`src/rtl/u8sd_pkg.sv`:
```
// Shared types and constants for the UTF-8 stream decoder.
package u8sd_pkg;

    localparam int unsigned CP_W = 21;

    // Result kinds
    localparam logic [1:0] KIND_CODE  = 2'd0;
    localparam logic [1:0] KIND_ERROR = 2'd1;
    localparam logic [1:0] KIND_END   = 2'd2;

    // Byte classes found by the front end
    typedef enum logic [2:0] {
        CLS_ASCII = 3'd0,
        CLS_LEAD2 = 3'd1,
        CLS_LEAD3 = 3'd2,
        CLS_LEAD4 = 3'd3,
        CLS_CONT  = 3'd4,
        CLS_BAD   = 3'd5
    } t_cls;

    // One classified byte as it travels through the queue
    typedef struct packed {
        t_cls       cls;
        logic [6:0] bits;
        logic       last;
    } t_q_entry;

endpackage

```
`src/rtl/u8sd_front.sv`:
```
// Front end: accepts raw bytes and classifies them for the queue.
module u8sd_front (
    input  logic                i_in_valid,
    input  logic [7:0]          i_data_byte,
    input  logic                i_last_byte,
    input  logic                i_q_full,
    output logic                o_in_stall,
    output logic                o_push,
    output u8sd_pkg::t_q_entry  o_entry
);
    import u8sd_pkg::*;

    // Stall only when the queue has no room
    assign o_in_stall = i_q_full;
    assign o_push     = i_in_valid && !i_q_full;

    // Sort the byte by its top bits and keep only its payload bits
    always_comb begin
        o_entry.last = i_last_byte;
        if (i_data_byte[7] == 1'b0) begin
            o_entry.cls  = CLS_ASCII;
            o_entry.bits = i_data_byte[6:0];
        end else if (i_data_byte[7:6] == 2'b10) begin
            o_entry.cls  = CLS_CONT;
            o_entry.bits = {1'b0, i_data_byte[5:0]};
        end else if (i_data_byte[7:5] == 3'b110) begin
            o_entry.cls  = CLS_LEAD2;
            o_entry.bits = {2'b00, i_data_byte[4:0]};
        end else if (i_data_byte[7:4] == 4'b1110) begin
            o_entry.cls  = CLS_LEAD3;
            o_entry.bits = {3'b000, i_data_byte[3:0]};
        end else if (i_data_byte[7:3] == 5'b11110) begin
            o_entry.cls  = CLS_LEAD4;
            o_entry.bits = {4'b0000, i_data_byte[2:0]};
        end else begin
            o_entry.cls  = CLS_BAD;
            o_entry.bits = 7'd0;
        end
    end

endmodule

```
`src/rtl/u8sd_fifo.sv`:
```
// Short queue of classified bytes between front and back end.
module u8sd_fifo #(
    parameter int unsigned DEPTH = 4
) (
    input  logic                i_clk,
    input  logic                i_rst_n,
    input  logic                i_push,
    input  u8sd_pkg::t_q_entry  i_entry,
    input  logic                i_pop,
    output logic                o_full,
    output logic                o_valid,
    output u8sd_pkg::t_q_entry  o_entry
);
    import u8sd_pkg::*;

    localparam int unsigned PTR_W = (DEPTH > 1) ? $clog2(DEPTH) : 1;
    localparam int unsigned CNT_W = $clog2(DEPTH + 1);
    localparam logic [PTR_W-1:0] PTR_LAST = PTR_W'(DEPTH - 1);
    localparam logic [CNT_W-1:0] CNT_FULL = CNT_W'(DEPTH);

    t_q_entry         r_mem [DEPTH];
    logic [PTR_W-1:0] r_wr_ptr, n_wr_ptr;
    logic [PTR_W-1:0] r_rd_ptr, n_rd_ptr;
    logic [CNT_W-1:0] r_count,  n_count;

    assign o_full  = (r_count == CNT_FULL);
    assign o_valid = (r_count != '0);
    assign o_entry = r_mem[r_rd_ptr];

    // Pointer and fill count update
    always_comb begin
        n_wr_ptr = r_wr_ptr;
        n_rd_ptr = r_rd_ptr;
        n_count  = r_count;
        if (i_push) begin
            n_wr_ptr = (r_wr_ptr == PTR_LAST) ? '0 : r_wr_ptr + 1'b1;
        end
        if (i_pop) begin
            n_rd_ptr = (r_rd_ptr == PTR_LAST) ? '0 : r_rd_ptr + 1'b1;
        end
        if (i_push && !i_pop) begin
            n_count = r_count + 1'b1;
        end else if (!i_push && i_pop) begin
            n_count = r_count - 1'b1;
        end
    end

    always_ff @(posedge i_clk) begin
        if (!i_rst_n) begin
            r_wr_ptr <= '0;
            r_rd_ptr <= '0;
            r_count  <= '0;
        end else begin
            r_wr_ptr <= n_wr_ptr;
            r_rd_ptr <= n_rd_ptr;
            r_count  <= n_count;
        end
    end

    // Entry storage
    always_ff @(posedge i_clk) begin
        if (i_push) begin
            r_mem[r_wr_ptr] <= i_entry;
        end
    end

    a_no_overflow: assert property (@(posedge i_clk) disable iff (!i_rst_n)
        r_count <= CNT_FULL)
        else $error("queue count beyond depth");

    a_pop_drains: assert property (@(posedge i_clk) disable iff (!i_rst_n)
        (i_pop && !i_push) |=> (r_count == $past(r_count) - 1'b1))
        else $error("pop without push did not lower the count");

endmodule

```
`src/rtl/u8sd_back.sv`:
```
// Back end: sequence state, code point assembly and the result register.
module u8sd_back (
    input  logic                       i_clk,
    input  logic                       i_rst_n,
    input  logic                       i_q_valid,
    input  u8sd_pkg::t_q_entry         i_entry,
    output logic                       o_pop,
    input  logic                       i_out_stall,
    output logic                       o_out_valid,
    output logic [u8sd_pkg::CP_W-1:0]  o_code_point,
    output logic [1:0]                 o_kind,
    output logic                       o_end_of_string
);
    import u8sd_pkg::*;

    logic [1:0]      r_pending, n_pending;
    logic [CP_W-1:0] r_gathered, n_gathered;
    logic            r_discard, n_discard;

    logic            r_out_valid;
    logic [CP_W-1:0] r_cp;
    logic [1:0]      r_kind;
    logic            r_eos;

    logic            emit;
    logic [CP_W-1:0] res_cp;
    logic [1:0]      res_kind;
    logic [CP_W-1:0] shifted;
    logic            fault;

    // Take the next request whenever the result slot is free or draining
    assign o_pop   = i_q_valid && (!r_out_valid || !i_out_stall);
    assign shifted = {r_gathered[CP_W-7:0], i_entry.bits[5:0]};

    // Decode step for the byte at the head of the queue
    always_comb begin
        n_pending  = r_pending;
        n_gathered = r_gathered;
        n_discard  = r_discard;
        emit       = 1'b0;
        res_cp     = '0;
        res_kind   = KIND_CODE;
        fault      = 1'b0;

        if (r_discard) begin
            if (i_entry.last) begin
                emit     = 1'b1;
                res_kind = KIND_END;
            end
        end else if (r_pending == 2'd0) begin
            unique case (i_entry.cls) inside
                CLS_ASCII: begin
                    emit   = 1'b1;
                    res_cp = CP_W'(i_entry.bits);
                end
                CLS_LEAD2, CLS_LEAD3, CLS_LEAD4: begin
                    if (i_entry.last) begin
                        fault = 1'b1;
                    end else begin
                        n_gathered = CP_W'(i_entry.bits);
                        unique case (i_entry.cls)
                            CLS_LEAD2: n_pending = 2'd1;
                            CLS_LEAD3: n_pending = 2'd2;
                            default:   n_pending = 2'd3;
                        endcase
                    end
                end
                default: fault = 1'b1;
            endcase
        end else if (i_entry.cls != CLS_CONT) begin
            fault = 1'b1;
        end else begin
            n_gathered = shifted;
            n_pending  = r_pending - 2'd1;
            if (r_pending == 2'd1) begin
                emit       = 1'b1;
                res_cp     = shifted;
                n_gathered = '0;
            end else if (i_entry.last) begin
                fault = 1'b1;
            end
        end

        // Error: one result, then drop bytes until the string ends
        if (fault) begin
            emit       = 1'b1;
            res_cp     = '0;
            res_kind   = KIND_ERROR;
            n_pending  = 2'd0;
            n_gathered = '0;
            n_discard  = !i_entry.last;
        end else if (i_entry.last) begin
            n_pending  = 2'd0;
            n_gathered = '0;
            n_discard  = 1'b0;
        end
    end

    // Sequence state
    always_ff @(posedge i_clk) begin
        if (!i_rst_n) begin
            r_pending  <= '0;
            r_gathered <= '0;
            r_discard  <= 1'b0;
        end else if (o_pop) begin
            r_pending  <= n_pending;
            r_gathered <= n_gathered;
            r_discard  <= n_discard;
        end
    end

    // Result register
    always_ff @(posedge i_clk) begin
        if (!i_rst_n) begin
            r_out_valid <= 1'b0;
        end else if (o_pop) begin
            r_out_valid <= emit;
        end else if (!i_out_stall) begin
            r_out_valid <= 1'b0;
        end
    end

    always_ff @(posedge i_clk) begin
        if (o_pop && emit) begin
            r_cp   <= res_cp;
            r_kind <= res_kind;
            r_eos  <= i_entry.last;
        end
    end

    assign o_out_valid     = r_out_valid;
    assign o_code_point    = r_cp;
    assign o_kind          = r_kind;
    assign o_end_of_string = r_eos;

    a_last_clears: assert property (@(posedge i_clk) disable iff (!i_rst_n)
        (o_pop && i_entry.last) |=> (r_pending == 2'd0 && !r_discard && r_gathered == '0))
        else $error("state not cleared after last byte");

    a_discard_idle: assert property (@(posedge i_clk) disable iff (!i_rst_n)
        r_discard |-> (r_pending == 2'd0))
        else $error("discarding while bytes are pending");

    a_last_emits: assert property (@(posedge i_clk) disable iff (!i_rst_n)
        (o_pop && i_entry.last) |=> (r_out_valid && r_eos))
        else $error("last byte gave no end-of-string result");

    a_kind_legal: assert property (@(posedge i_clk) disable iff (!i_rst_n)
        r_out_valid |-> (r_kind == KIND_CODE || r_kind == KIND_ERROR || r_kind == KIND_END))
        else $error("illegal result kind");

endmodule

```
`src/rtl/utf8_stream_decoder_core.sv`:
```
// Top level of the UTF-8 stream decoder: front end, byte queue, back end.
//
//  Channel | Direction | Handshake                | Payload
//  --------+-----------+--------------------------+-------------------------------------
//  input   | in        | i_in_valid / o_in_stall  | i_data_byte, i_last_byte
//  output  | out       | o_out_valid / i_out_stall| o_code_point, o_kind, o_end_of_string
//
// One byte per cycle sustained while o_in_stall stays low; a taken byte is stored in the queue, and its
// result is offered from the result register. The queue (QUEUE_DEPTH entries) absorbs output stalls;
// o_in_stall rises when it is full. Bytes that give no result still pass the queue and the back end.
// Reset is synchronous and active low; it empties the queue and clears the decode state.
module utf8_stream_decoder_core #(
    parameter int unsigned QUEUE_DEPTH = 4
) (
    input  logic                       i_clk,
    input  logic                       i_rst_n,
    input  logic                       i_in_valid,
    output logic                       o_in_stall,
    input  logic [7:0]                 i_data_byte,
    input  logic                       i_last_byte,
    output logic                       o_out_valid,
    input  logic                       i_out_stall,
    output logic [u8sd_pkg::CP_W-1:0]  o_code_point,
    output logic [1:0]                 o_kind,
    output logic                       o_end_of_string
);
    import u8sd_pkg::*;

    t_q_entry front_entry;
    t_q_entry head_entry;
    logic     push;
    logic     pop;
    logic     q_full;
    logic     q_valid;

    u8sd_front u_front (
        .i_in_valid  (i_in_valid),
        .i_data_byte (i_data_byte),
        .i_last_byte (i_last_byte),
        .i_q_full    (q_full),
        .o_in_stall  (o_in_stall),
        .o_push      (push),
        .o_entry     (front_entry)
    );

    u8sd_fifo #(
        .DEPTH (QUEUE_DEPTH)
    ) u_fifo (
        .i_clk   (i_clk),
        .i_rst_n (i_rst_n),
        .i_push  (push),
        .i_entry (front_entry),
        .i_pop   (pop),
        .o_full  (q_full),
        .o_valid (q_valid),
        .o_entry (head_entry)
    );

    u8sd_back u_back (
        .i_clk           (i_clk),
        .i_rst_n         (i_rst_n),
        .i_q_valid       (q_valid),
        .i_entry         (head_entry),
        .o_pop           (pop),
        .i_out_stall     (i_out_stall),
        .o_out_valid     (o_out_valid),
        .o_code_point    (o_code_point),
        .o_kind          (o_kind),
        .o_end_of_string (o_end_of_string)
    );

endmodule

```
`config.mk`:
```
export PLATFORM = sky130hd
export DESIGN_NAME = utf8_stream_decoder_core
export DESIGN_NICKNAME = d
export VERILOG_FILES = /design/src/rtl/u8sd_pkg.sv /design/src/rtl/u8sd_front.sv /design/src/rtl/u8sd_fifo.sv /design/src/rtl/u8sd_back.sv /design/src/rtl/utf8_stream_decoder_core.sv
export SDC_FILE = /design/constraint.sdc
export NUM_CORES = 1
export LEC_CHECK = 0
export BUFFER_PORTS_ARGS = -buffer_cell sky130_fd_sc_hd__buf_2
export CAP_MARGIN = 40
export CORE_UTILIZATION = 30
export DETAILED_ROUTE_END_ITERATION = 10
export PLACE_DENSITY = 0.57
export SETUP_SLACK_MARGIN = 0.3
export SYNTH_ARGS = -nofsm -noshare
export SYNTH_HDL_FRONTEND = slang
export SYNTH_SLANG_ARGS = --single-unit
```
`constraint.sdc`:
```
create_clock -name i_clk -period 10.9 [get_ports i_clk]
set_input_delay 1.09 -clock i_clk [delete_from_list [all_inputs] [get_ports i_clk]]
set_output_delay 1.09 -clock i_clk [all_outputs]
set_load 0.02 [all_outputs]
```
## Word-level counts from Yosys, hierarchy flattened

Memories as Yosys holds them, arrays and structs flattened. A register that Yosys moved wholly into a read port is not among the register bits.
Cells that the tools add are included.

| storage, ports and cells | value |
|---|---|
| bits in writable memories | 44 |
| logic and storage cells | 105 |
| output and inout bits | 26 |
| bits of input ports | 13 |
| register bits after elaboration | 50 |
| memories | 1 |

| operators by class | value |
|---|---|
| bitwise gates (word level) | 1 |
| reductions and logical operators | 22 |
| add/sub/neg operators | 5 |
| muxes and demuxes | 49 |
| equality and inequality tests | 16 |

Memories:

| memory | words | width | read ports | clocked after memory_dff | write ports | RTL line | text |
|---|---|---|---|---|---|---|---|
| u_fifo.r_mem | 4 | 11 | 1 | 1 | 1 | u8sd_fifo.sv:21 | `t_q_entry r_mem [DEPTH];` |

Operator list:

| operator | number |
|---|---|
| $mux W15 | 7 |
| $mux W21 | 3 |
| $mux W10 | 5 |
| $mux W2 | 11 |
| $mux W1 | 18 |
| $mux W7 | 1 |
| $eq A2 B2 Y1 const B | 3 |
| $eq A3 B2 Y1 const B | 2 |
| $eq A3 B3 Y1 const B | 2 |
| $logic_not A1 Y1 | 6 |
| $mux W3 | 2 |
| $eq A5 B5 Y1 const B | 1 |
| $logic_and A1 B1 Y1 | 5 |
| $add A2 B1 Y2 const B | 2 |
| $eq A4 B4 Y1 const B | 1 |
| $ne A4 B1 Y1 const B | 1 |
| $ne A4 B2 Y1 const B | 1 |
| $pmux W2 S2 | 1 |
| $reduce_and A4 Y1 | 1 |
| $reduce_bool A2 Y1 | 2 |
| $reduce_or A2 Y1 | 2 |
| $add A3 B1 Y3 const B | 1 |
| $eq A3 B1 Y1 const B | 1 |
| $logic_not A3 Y1 | 1 |
| other kinds (13) | 13 |

## Depth between registers and ports, before layout

Gate-level depths: netlist (run 1).

| logic depth | value |
|---|---|
| word-level depth | 7 |
| depth in mapped cells | 9 |
| depth with buffers taken out | 8 |

## Hierarchy

From an unflattened synthesis (run 1), not the netlist that was laid out.

| unflattened totals | value |
|---|---|
| cell total of the unflattened synthesis | 258 |
| area, all modules | 3933.8 um^2 |

By module, submodules not included:

| module | seq. area each (um^2) | cells an instance | times used | area an instance (um^2) |
|---|---|---|---|---|
| u8sd_fifo | 1501.4 | 101 | 1 | 2048.2 |
| u8sd_back | 1101.1 | 137 | 1 | 1764.2 |
| u8sd_front | 0.0 | 20 | 1 | 121.4 |

## Worst setup path after synthesis (run 1)

OpenSTA, ideal clock, no wires.

| path | value |
|---|---|
| path type | in2reg |
| from | input port i_out_stall |
| to | register u_back.r_cp[0] (netlist: u_back.o_code_point[0]) (enable) |
| setup slack | 7.169 ns |
| path buffers | 2 |
| arrival time | 3.309 ns |
| library setup time | 0.422 ns |
| stages | 6 |
| cell sequence | and2_1 > or2_2 > clkbuf_1 > nand2b_1 > clkbuf_4 > a31oi_1 |

| between the ends | value |
|---|---|
| word-level cells in the longest chain between the ends | 4 |

Ends and longest elaborated chain:

| element | RTL line | text |
|---|---|---|
| start: declaration | utf8_stream_decoder_core.sv:22 | `input logic i_out_stall,` |
| $logic_not A1 Y1 | u8sd_back.sv:32 | `assign o_pop = i_q_valid && (!r_out_valid \|\| !i_out_stall);` |
| $logic_or A1 B1 Y1 | u8sd_back.sv:32 |  |
| $logic_and A1 B1 Y1 | u8sd_back.sv:32 |  |
| $logic_and A1 B1 Y1 | u8sd_back.sv:124 | `if (o_pop && emit) begin` |
| end signal: assignment | u8sd_back.sv:125 | `r_cp <= res_cp;` |
| end: declaration | u8sd_back.sv:21 | `logic [CP_W-1:0] r_cp;` |

Every way passes these cells.
A chain may end at the register's enable or synchronous reset.

==> flow_summary.yaml, run 1 <==
power_and_ir_drop:
  p_leak_uw: 0.00169
  irDropWorstVdd_mv: 0.0986
  power_density_nw_per_um2: 280
cells_and_area:
  utilization_pct: 36.2
  syn_to_final_growth_pct: 16.5
  fill_cells: 1216
  drive_gt1_share_pct: 21.9
  stdcell_count: 478
  nets: 321
  regArea_um2: 2600
  multiInputGateArea_um2: 1270
  n_antenna_cell: 0
sta:
  rsz0062_at_grt: "false"
  hold_ws_ns: 0.472
  tightestPinTransition_ns: 0.848
  slew_violations: 0
  finalSetupTns_ns: 0
  hold_viol: 0
  fmaxAchievable_mhz: 327
  slew-limit-headroom_pct: 43.5
  fin_worst_skew_ns: 0.0105
  fin_crit_sh_pct: 28.1
  setup_viol: 0
  min_period_ns: 3.06
floorplan:
  fp.coreArea_um2: 12800
  dieArea_um2: 13700
  ios: 39
  initial_core_util_pct: 31.0
  fp.dieW_um: 117
  rows: 41
  dieHeight_um: 117
worst_setup_path:
  critPathKind: "reg2reg"
  worstPathCellList: "mux4_1, or2_1, a2111oi_4, o21a_1, a22o_1"
  crit_path_end_kind: "flip-flop"
  crit_required_ns: 11.18
  arrival_ns: 3.34
  r2r_end: "u_back.r_pending[0]"
  critPathLaunchType: "flip-flop"
  slowest_delay_ns: 0.75
  cp_slowest_cell: "dfxtp_1"
  crit_fanout: 15
  reg2reg_depth: 5
  r2r_slack_ns: 7.84
grt:
  grt_pass1_vias: 2221
  grt.overflow.total: 0
  grt_pass1_wl_um: 11300
  grt_max_degree: 26
  grtUsageTotal_pct: 11.2
  antenna_found_initial: 0
min_path:
  hold_path.startpoint: "u_back.r_gathered[12]"
  hold_depth: 1
  hp-class: "reg2reg"
  min_to: "u_back.r_gathered[12]"
detailed_routing:
  via_per_inst: 4.57
  dr.pass1.iters: 4
  routed-via-count: 2183
  finalWirelength_um: 6710
  ant_nets: 0
  drc_errors: 0
  first_iter_violations: 165
  wire_per_inst_um: 14.0
cts:
  cts_buffers: 9
  cts_tree: "built"
  clockRootBuffer: "clkbuf_16"
  postCtsSetupBuffers: 0
  cts_resized: 0
  cts.htree.levels: 3
  holdBufCountCts: 0
  cts.sinks: 96
  clockBufferDepth: 2
  insertion_delay_ns: 0.34
  path_clk_slew_ns: 0.07
place:
  hpwl_um: 4550
  io_buffer_count: 38
  gp_routability_congestion: 0.821
  dpl.cell_count: 462
job:
  max_cap_violations: 0
yosys:
  ys.flop_type: "edfxtp_1"
  yosysMostFrequentCell: "edfxtp_1"
  synth_edf_count: 68
  ys_ff_latch: 96
  ys_warn_count: 0
  syn_area_per_cell_um2: 15.2
  yosysUniqueCellTypes: 50
  syn_inst: 261
  synth_top_cell_area_share_pct: 51.5
  synth-async-reset-ratio_pct: 0
  ys_seq_area_share_pct: 65.7
  synth_fp_nets: 281
  synth.cells.most_frequent: "68 x edfxtp_1, 29 x and2_1, 28 x dfxtp_1, 15 x nor2_1, 10 x mux4_1"
  synth_area_leaders: "edfxtp_1 52%, dfxtp_1 14%, mux4_1 6.6%, and2_1 4.6%, a22o_1 2.0%"
  synth_area_um2: 3960
  yosysTopAreaCell: "edfxtp_1"
outcome:
  status: "completed"
## worst max-delay path by stage
stage	startpoint	end	slack [ns]	cells after the start
6_report	flip-flop	u_back.r_pending[0]	7.84	5
4_1_cts	flip-flop	u_back.r_pending[0]	7.82	5
5_1_grt	flip-flop	u_back.r_pending[0]	7.70	5
3_5_place_dp	flip-flop	u_back.r_pending[0]	7.83	5
2_1_floorplan	i_out_stall	u_back.o_code_point[0]	7.17	6
3_3_place_gp	flip-flop	u_back.o_code_point[11]	7.72	4
## worst max-delay path: cells and delay by family (launching register included)
kind,cells,cell delay [ns]
AND/OR/NAND/NOR,1,0.34
AO/OA/AOI/OAI,3,1.19
flip-flops,1,0.75
multiplexers,1,0.72
## through the flow
stage	setup WS, ns	cell area (µm²)	total power [µW]
floorplan	7.17	3960	891
global placement	7.72	4320	993
detailed placement	7.83	4320	1000
CTS	7.82	4620	1310
global route	7.70	4620	1380
finish	7.84	4620	1290
## area by class of cell
class	instances	share of cell area [%]
Sequential cell	96	56.3
Clock inverter	7	1.54
Inverter	7	0.569
Timing Repair Buffer	40	4.44
Multi-Input combinational cell	147	27.6
Tap cell	172	4.66
Clock buffer	9	4.88
## report_power, final
part | switching (µW) | internal (µW)
clock network | 145 | 162
registers | 51.6 | 506
logic | 266 | 163
## registers in the layout, indices dropped and copies added (netlist names), named ones only
register	count
u_fifo.r_rd_ptr	2
u_back.r_gathered	15
u_back.r_discard	1
u_back.o_kind	2
u_back.o_end_of_string	1
u_fifo.r_count	3
u_fifo.r_wr_ptr	2
u_back.o_out_valid	1
u_back.r_pending	2
u_back.o_code_point	21
u_fifo.r_mem	44
## logic make-up after synthesis
family | share of synthesized area (%)
DFF | 65.7
and+or+nand+nor | 11.3
AOI/OAI and AO/OA | 8.90
buffers and inverters | 2.37
muxes | 8.71
adders and majority gates | 2.40
xor gates and xnor gates | 0.663
## cell usage in the layout, fill, tap and decap left out, types with 2 or more instances in the layout
cell type   n
mux4_1     10
dfxtp_1    28
inv_1       7
mux2i_1     6
a22o_1      9
nor3_1      4
a21boi_0    3
and2_1     29
a32o_1      6
or3_1       3
or2_2       2
nand2_1     3
inv_8       2
xor2_1      3
clkinv_4    2
or2_1       2
nor4_1      2
nand3_1     3
a21oi_1     6
a22oi_1     2
nand2b_1    2
nor2_1     15
ha_1        6
nor2b_1     4
buf_4       2
o21a_1      3
buf_2      38
o21ai_0     4
clkbuf_16   9
edfxtp_1   68
## per-layer routing
layer | GRT usage [%] | share of wire (%) | vias to the layer above
met5 | 0 | 0 | -
met4 | 6.16 | 1.5 | 0
met3 | 2.42 | 3.7 | 7
met2 | 17.6 | 47 | 47
met1 | 14.5 | 47 | 1044
li1 | - | - | 1085
Power figures use the tool's default switching activity.
==> run 2: changes to the inputs <==
==> constraint.sdc (replaced) <==
create_clock -name i_clk -period 3 [get_ports i_clk]
set_input_delay 0.3 -clock i_clk [delete_from_list [all_inputs] [get_ports i_clk]]
set_output_delay 0.3 -clock i_clk [all_outputs]
set_load 0.02 [all_outputs]
==> run 2 against run 1 <==
Compared with the run above:
- critical path depth stayed put
- largest cell class unchanged
- final cell count up 1.3%
- core utilization up 0.50 points
- highest routed layer unchanged
- clock power rose to 3.6 times the previous value
- routed wire length down 0.64%
==> flow_summary.yaml, run 2 (synthesized netlist as in run 1, its figures left out) <==
outcome:
  status: "completed"
grt:
  grt.met1_usage_pct: 13.0
  grtUsageTotal_pct: 10.5
  grt_pass1_vias: 2124
  use_met2_pct: 17.1
  grt_pass1_wl_um: 10600
  gr-usage-met3_pct: 3.60
  grt.overflow.total: 0
  antenna_found_initial: 0
  grt_max_degree: 26
  top_usage_layer: "met2"
detailed_routing:
  routed-via-count: 2220
  ant_nets: 0
  via_per_inst: 4.59
  first_iter_violations: 167
  finalWirelength_um: 6670
  drc_errors: 0
  wire_per_inst_um: 13.8
  dr.pass1.iters: 5
worst_setup_path:
  slowest_delay_ns: 0.74
  crit_path_end_kind: "flip-flop"
  critPathLaunchType: "flip-flop"
  critPathKind: "reg2reg"
  worstPathCellList: "mux4_1, or3_2, o311a_1, or4_1, a21oi_1"
  worst-path-buf-inv: 0
  crit_fanout: 8
  crit_required_ns: 3.26
  arrival_ns: 2.84
  cpLargestDelayFamily: "simple AND/OR/NAND/NOR gates"
  cp_slowest_cell: "mux4_1"
place:
  io_buffer_count: 38
  gp_routability_congestion: 0.821
  hpwl_um: 4700
  dpl.cell_count: 467
  place_area_um2: 4380
sta:
  hold_viol: 0
  slew_violations: 0
  tightestPinTransition_ns: 0.760
  setup_viol: 0
  min_period_ns: 2.58
  hold_ws_ns: 0.178
  slew-limit-headroom_pct: 49.3
  fmaxAchievable_mhz: 388
  fin_crit_sh_pct: 85.9
  fin_worst_skew_ns: 0.00751
  rsz0062_at_grt: "false"
  finalSetupTns_ns: 0
cts:
  insertion_delay_ns: 0.34
  cts_tree: "built"
  clockRootBuffer: "clkbuf_16"
  path_clk_slew_ns: 0.07
  cts.htree.levels: 3
  cts_buffers: 9
  clockBufferDepth: 2
  cts.sinks: 96
job:
  max_cap_violations: 0
floorplan:
  rows: 41
  fp.dieW_um: 117
  dieHeight_um: 117
  initial_core_util_pct: 31.0
  ios: 39
  dieArea_um2: 13700
  fp.coreArea_um2: 12800
power_and_ir_drop:
  p_leak_uw: 0.00172
  irDropWorstVdd_mv: 0.393
  power_density_nw_per_um2: 1030
cells_and_area:
  fin_area_um2: 4680
  nets: 327
  drive_gt1_share_pct: 23.7
  largest_register_ffs: 44
  regArea_um2: 2600
  syn_to_final_growth_pct: 18.2
  n_antenna_cell: 0
  final_common_cell: "edfxtp_1"
  multiInputGateArea_um2: 1290
  stdcell_count: 484
  fill_cells: 1202
  layout_common_cells: "68 x edfxtp_1, 38 x buf_2, 29 x and2_1"
  largest_register: "u_fifo.r_mem"
min_path:
  hp-class: "in2reg"
## run 2: changes by cell type in the layout (fill, tap and decap cells not counted), sizes merged
cell / before / now
buf: 40 / 46
clkinv: 3 / 2
clkinvlp: 0 / 1
## run 2: per-stage QoR
step / utilization [%] / power (µW) / setup slack [ns]
2_1_floorplan: - / 3260 / 0.323
3_3_place_gp: 34.3 / 3710 / 0.389
3_5_place_dp: 34.3 / 3750 / 0.313
4_1_cts: 36.6 / 4840 / 0.424
5_1_grt: 36.7 / 5110 / 0.303
6_report: 36.7 / 4800 / 0.424
## run 2: final cells by class
type | instances | share of cell area, %
timing repair buffer | 46 | 5.61
tap | 172 | 4.60
clock buffer | 9 | 4.81
inverter | 7 | 0.561
clock inverter | 7 | 1.31
multi-input combinational | 147 | 27.5
sequential | 96 | 55.6
## run 2: where the power goes
part	leakage (µW)	switching (µW)	internal [µW]
combinational	0.000704	1020	683
sequential	0.000871	168	1840
clock	0.000140	510	579
total	0.00172	1700	3100
## run 2: path summary, 6_finish.rpt
path | start | cells after the start | slack [ns] | end
worst max-delay path | flip-flop | 5 | 0.42 | u_back.r_gathered[6]
worst min-delay path | i_last_byte | 1 | 0.18 | u_fifo.r_mem[2][0]
worst max register to register | flip-flop | 5 | 0.42 | u_back.r_gathered[6]
worst min register to register | u_back.r_gathered[14] | 1 | 0.47 | u_back.r_gathered[14]
## run 2: repair_timing
item                                    4_1_cts  5_1_grt
endpoints found under the setup margin       14        4
pin swaps                                     0        1
buffers inserted                              0        1
gates resized for setup                       1        1
hold buffers                                  0        0
## run 2: per-layer routing
| metal | share of wire, % | wire length (µm) |
|---|---|---|
| met5 | 0 | 0 |
| met4 | 1.3 | 88 |
| met3 | 4.5 | 303 |
| met2 | 47 | 3150 |
| met1 | 47 | 3130 |
==> run 3: changes to the inputs <==
--- a/config.mk
+++ b/config.mk
@@ -8,6 +8,7 @@
 export BUFFER_PORTS_ARGS = -buffer_cell sky130_fd_sc_hd__buf_2
 export CAP_MARGIN = 40
 export CORE_UTILIZATION = 30
+export CTS_BUF_LIST = sky130_fd_sc_hd__clkbuf_4 sky130_fd_sc_hd__clkbuf_8
 export DETAILED_ROUTE_END_ITERATION = 10
 export PLACE_DENSITY = 0.57
 export SETUP_SLACK_MARGIN = 0.3
==> run 3 against run 2 <==
Compared with the run above:
- cell area decreased by 2.2%
- combinational power about the same
- register-to-register slack got worse by 0.03 ns
- first-iteration DRC count decreased by 36%
- setup slack got worse by 0.027 ns
- critical path depth unchanged
- final cell count unchanged
- via count increased by 0.45%
==> flow_summary.yaml, run 3 (synthesized netlist as in run 1, its figures left out) <==
cts:
  cts_buffers: 9
  path_clk_slew_ns: 0.09
  insertion_delay_ns: 0.37
  cts.sinks: 96
  holdBufCountCts: 0
  cts_tree: "built"
  clockRootBuffer: "clkbuf_8"
  cts.htree.levels: 3
  clockBufferDepth: 2
min_path:
  hp-class: "in2reg"
worst_setup_path:
  critPathKind: "reg2reg"
  crit_fanout: 8
  worstPathCellList: "mux4_1, or3_2, o311a_1, or4_1, a21oi_1"
  cp_slowest_cell: "mux4_1"
  slowest_delay_ns: 0.74
  critPathLaunchType: "flip-flop"
  arrival_ns: 2.89
  crit_required_ns: 3.29
  crit_path_end_kind: "flip-flop"
power_and_ir_drop:
  clkPwrFrac_pct: 17.7
  netSwitchingFraction_pct: 37.1
  p_int_uw: 2840
  comb_power_share_pct: 37.9
  p_leak_uw: 0.00167
  switchingPower_uw: 1680
  irDropWorstVdd_mv: 0.362
  power_frac_seq_pct: 44.4
  power_density_nw_per_um2: 985
cells_and_area:
  largest_register: "u_fifo.r_mem"
  fill_cells: 1213
  final_common_cell: "edfxtp_1"
  nets: 327
  largest_register_ffs: 44
  drive_gt1_share_pct: 23.7
  syn_to_final_growth_pct: 15.6
  fin_area_um2: 4580
  layout_common_cells: "68 x edfxtp_1, 38 x buf_2, 29 x and2_1"
  n_antenna_cell: 0
sta:
  slew-limit-headroom_pct: 49.4
  setup_viol: 0
  rsz0062_at_grt: "false"
  tightestPinTransition_ns: 0.759
  fin_crit_sh_pct: 86.8
  finalSetupTns_ns: 0
  slew_violations: 0
  fmaxAchievable_mhz: 384
  hold_viol: 0
  min_period_ns: 2.60
  fin_worst_skew_ns: 0.00971
detailed_routing:
  first_iter_violations: 107
  via_per_inst: 4.61
  routed-via-count: 2230
  wire_per_inst_um: 13.9
  dr.pass1.iters: 5
  finalWirelength_um: 6720
  drc_errors: 0
  ant_nets: 0
grt:
  grtUsageTotal_pct: 10.5
  grt_pass1_vias: 2164
  grt.overflow.total: 0
  antenna_found_initial: 0
  grt_pass1_wl_um: 10600
  grt_max_degree: 26
floorplan:
  rows: 41
  dieArea_um2: 13700
  initial_core_util_pct: 31.0
  fp.coreArea_um2: 12800
  fp.dieW_um: 117
  dieHeight_um: 117
  ios: 39
place:
  gp_routability_congestion: 0.821
  place_area_um2: 4380
  hpwl_um: 4700
  io_buffer_count: 38
job:
  max_cap_violations: 0
outcome:
  status: "completed"
-- run 3: changes by cell type in the layout (fill, tap and decap cells not counted) --
| cell | before | now |
|---|---|---|
| clkbuf_8 | 0 | 9 |
| clkbuf_16 | 9 | 0 |
-- run 3: power groups by stage --
stage,clock (µW),combinational [µW],sequential (µW)
2_1_floorplan,0,1040,2220
3_3_place_gp,0,1680,2030
3_5_place_dp,0,1710,2040
4_1_cts,820,1710,2010
5_1_grt,865,1890,2050
6_report,798,1710,2000
-- run 3: what timing repair did --
| action | 4_1_cts | 5_1_grt |
|---|---|---|
| setup buffers | 0 | 1 |
| pin swaps | 0 | 1 |
| setup endpoints to repair | 24 | 8 |
| resized for setup | 1 | 1 |
-- run 3: critical path, delay by kind of cell (launching register included) --
family,cells,cell delay [ns]
multiplexers,1,0.74
AND/OR/NAND/NOR,2,1.03
flip-flops,1,0.44
AO/OA/AOI/OAI,2,0.31
-- run 3: cell type report --
type	instances	area [µm²]	area share [%]
inverter	7	26.3	0.573
sequential	96	2600	56.8
multi-input combinational	147	1290	28.1
clock buffer	9	124	2.70
clock inverter	7	61.3	1.34
timing repair buffer	46	263	5.73
tap	172	215	4.70
-- run 3: stage by stage --
step | utilization (%) | cells | total power [µW] | hold slack, ns | worst slack, ns
after global routing | 35.9 | 484 | 4800 | 0.147 | 0.294
after global placement | 34.3 | 467 | 3710 | 0.451 | 0.389
after floorplan | - | 261 | 3260 | 0.399 | 0.323
after CTS | 35.8 | 483 | 4540 | 0.144 | 0.421
after detailed placement | 34.3 | 467 | 3750 | 0.456 | 0.313
final | 35.9 | 484 | 4520 | 0.156 | 0.396
-- run 3: path summary, 6_finish.rpt --
check	startpoint	to	slack [ns]	cells after the start
max	flip-flop	u_back.r_gathered[6]	0.40	5
min reg2reg	u_back.r_gathered[9]	u_back.r_gathered[9]	0.48	1
max reg2reg	flip-flop	u_back.r_gathered[6]	0.40	5
min	i_last_byte	u_fifo.r_mem[2][0]	0.16	1
-- run 3: layer usage --
metal  GRT usage (%)  up-vias  share of wire, %
met4            6.08        0               2.2
met3            2.37       13               3.6
met5               0        -                 0
li1                -     1096                 -
met2            17.4       52                47
met1            12.7     1069                47
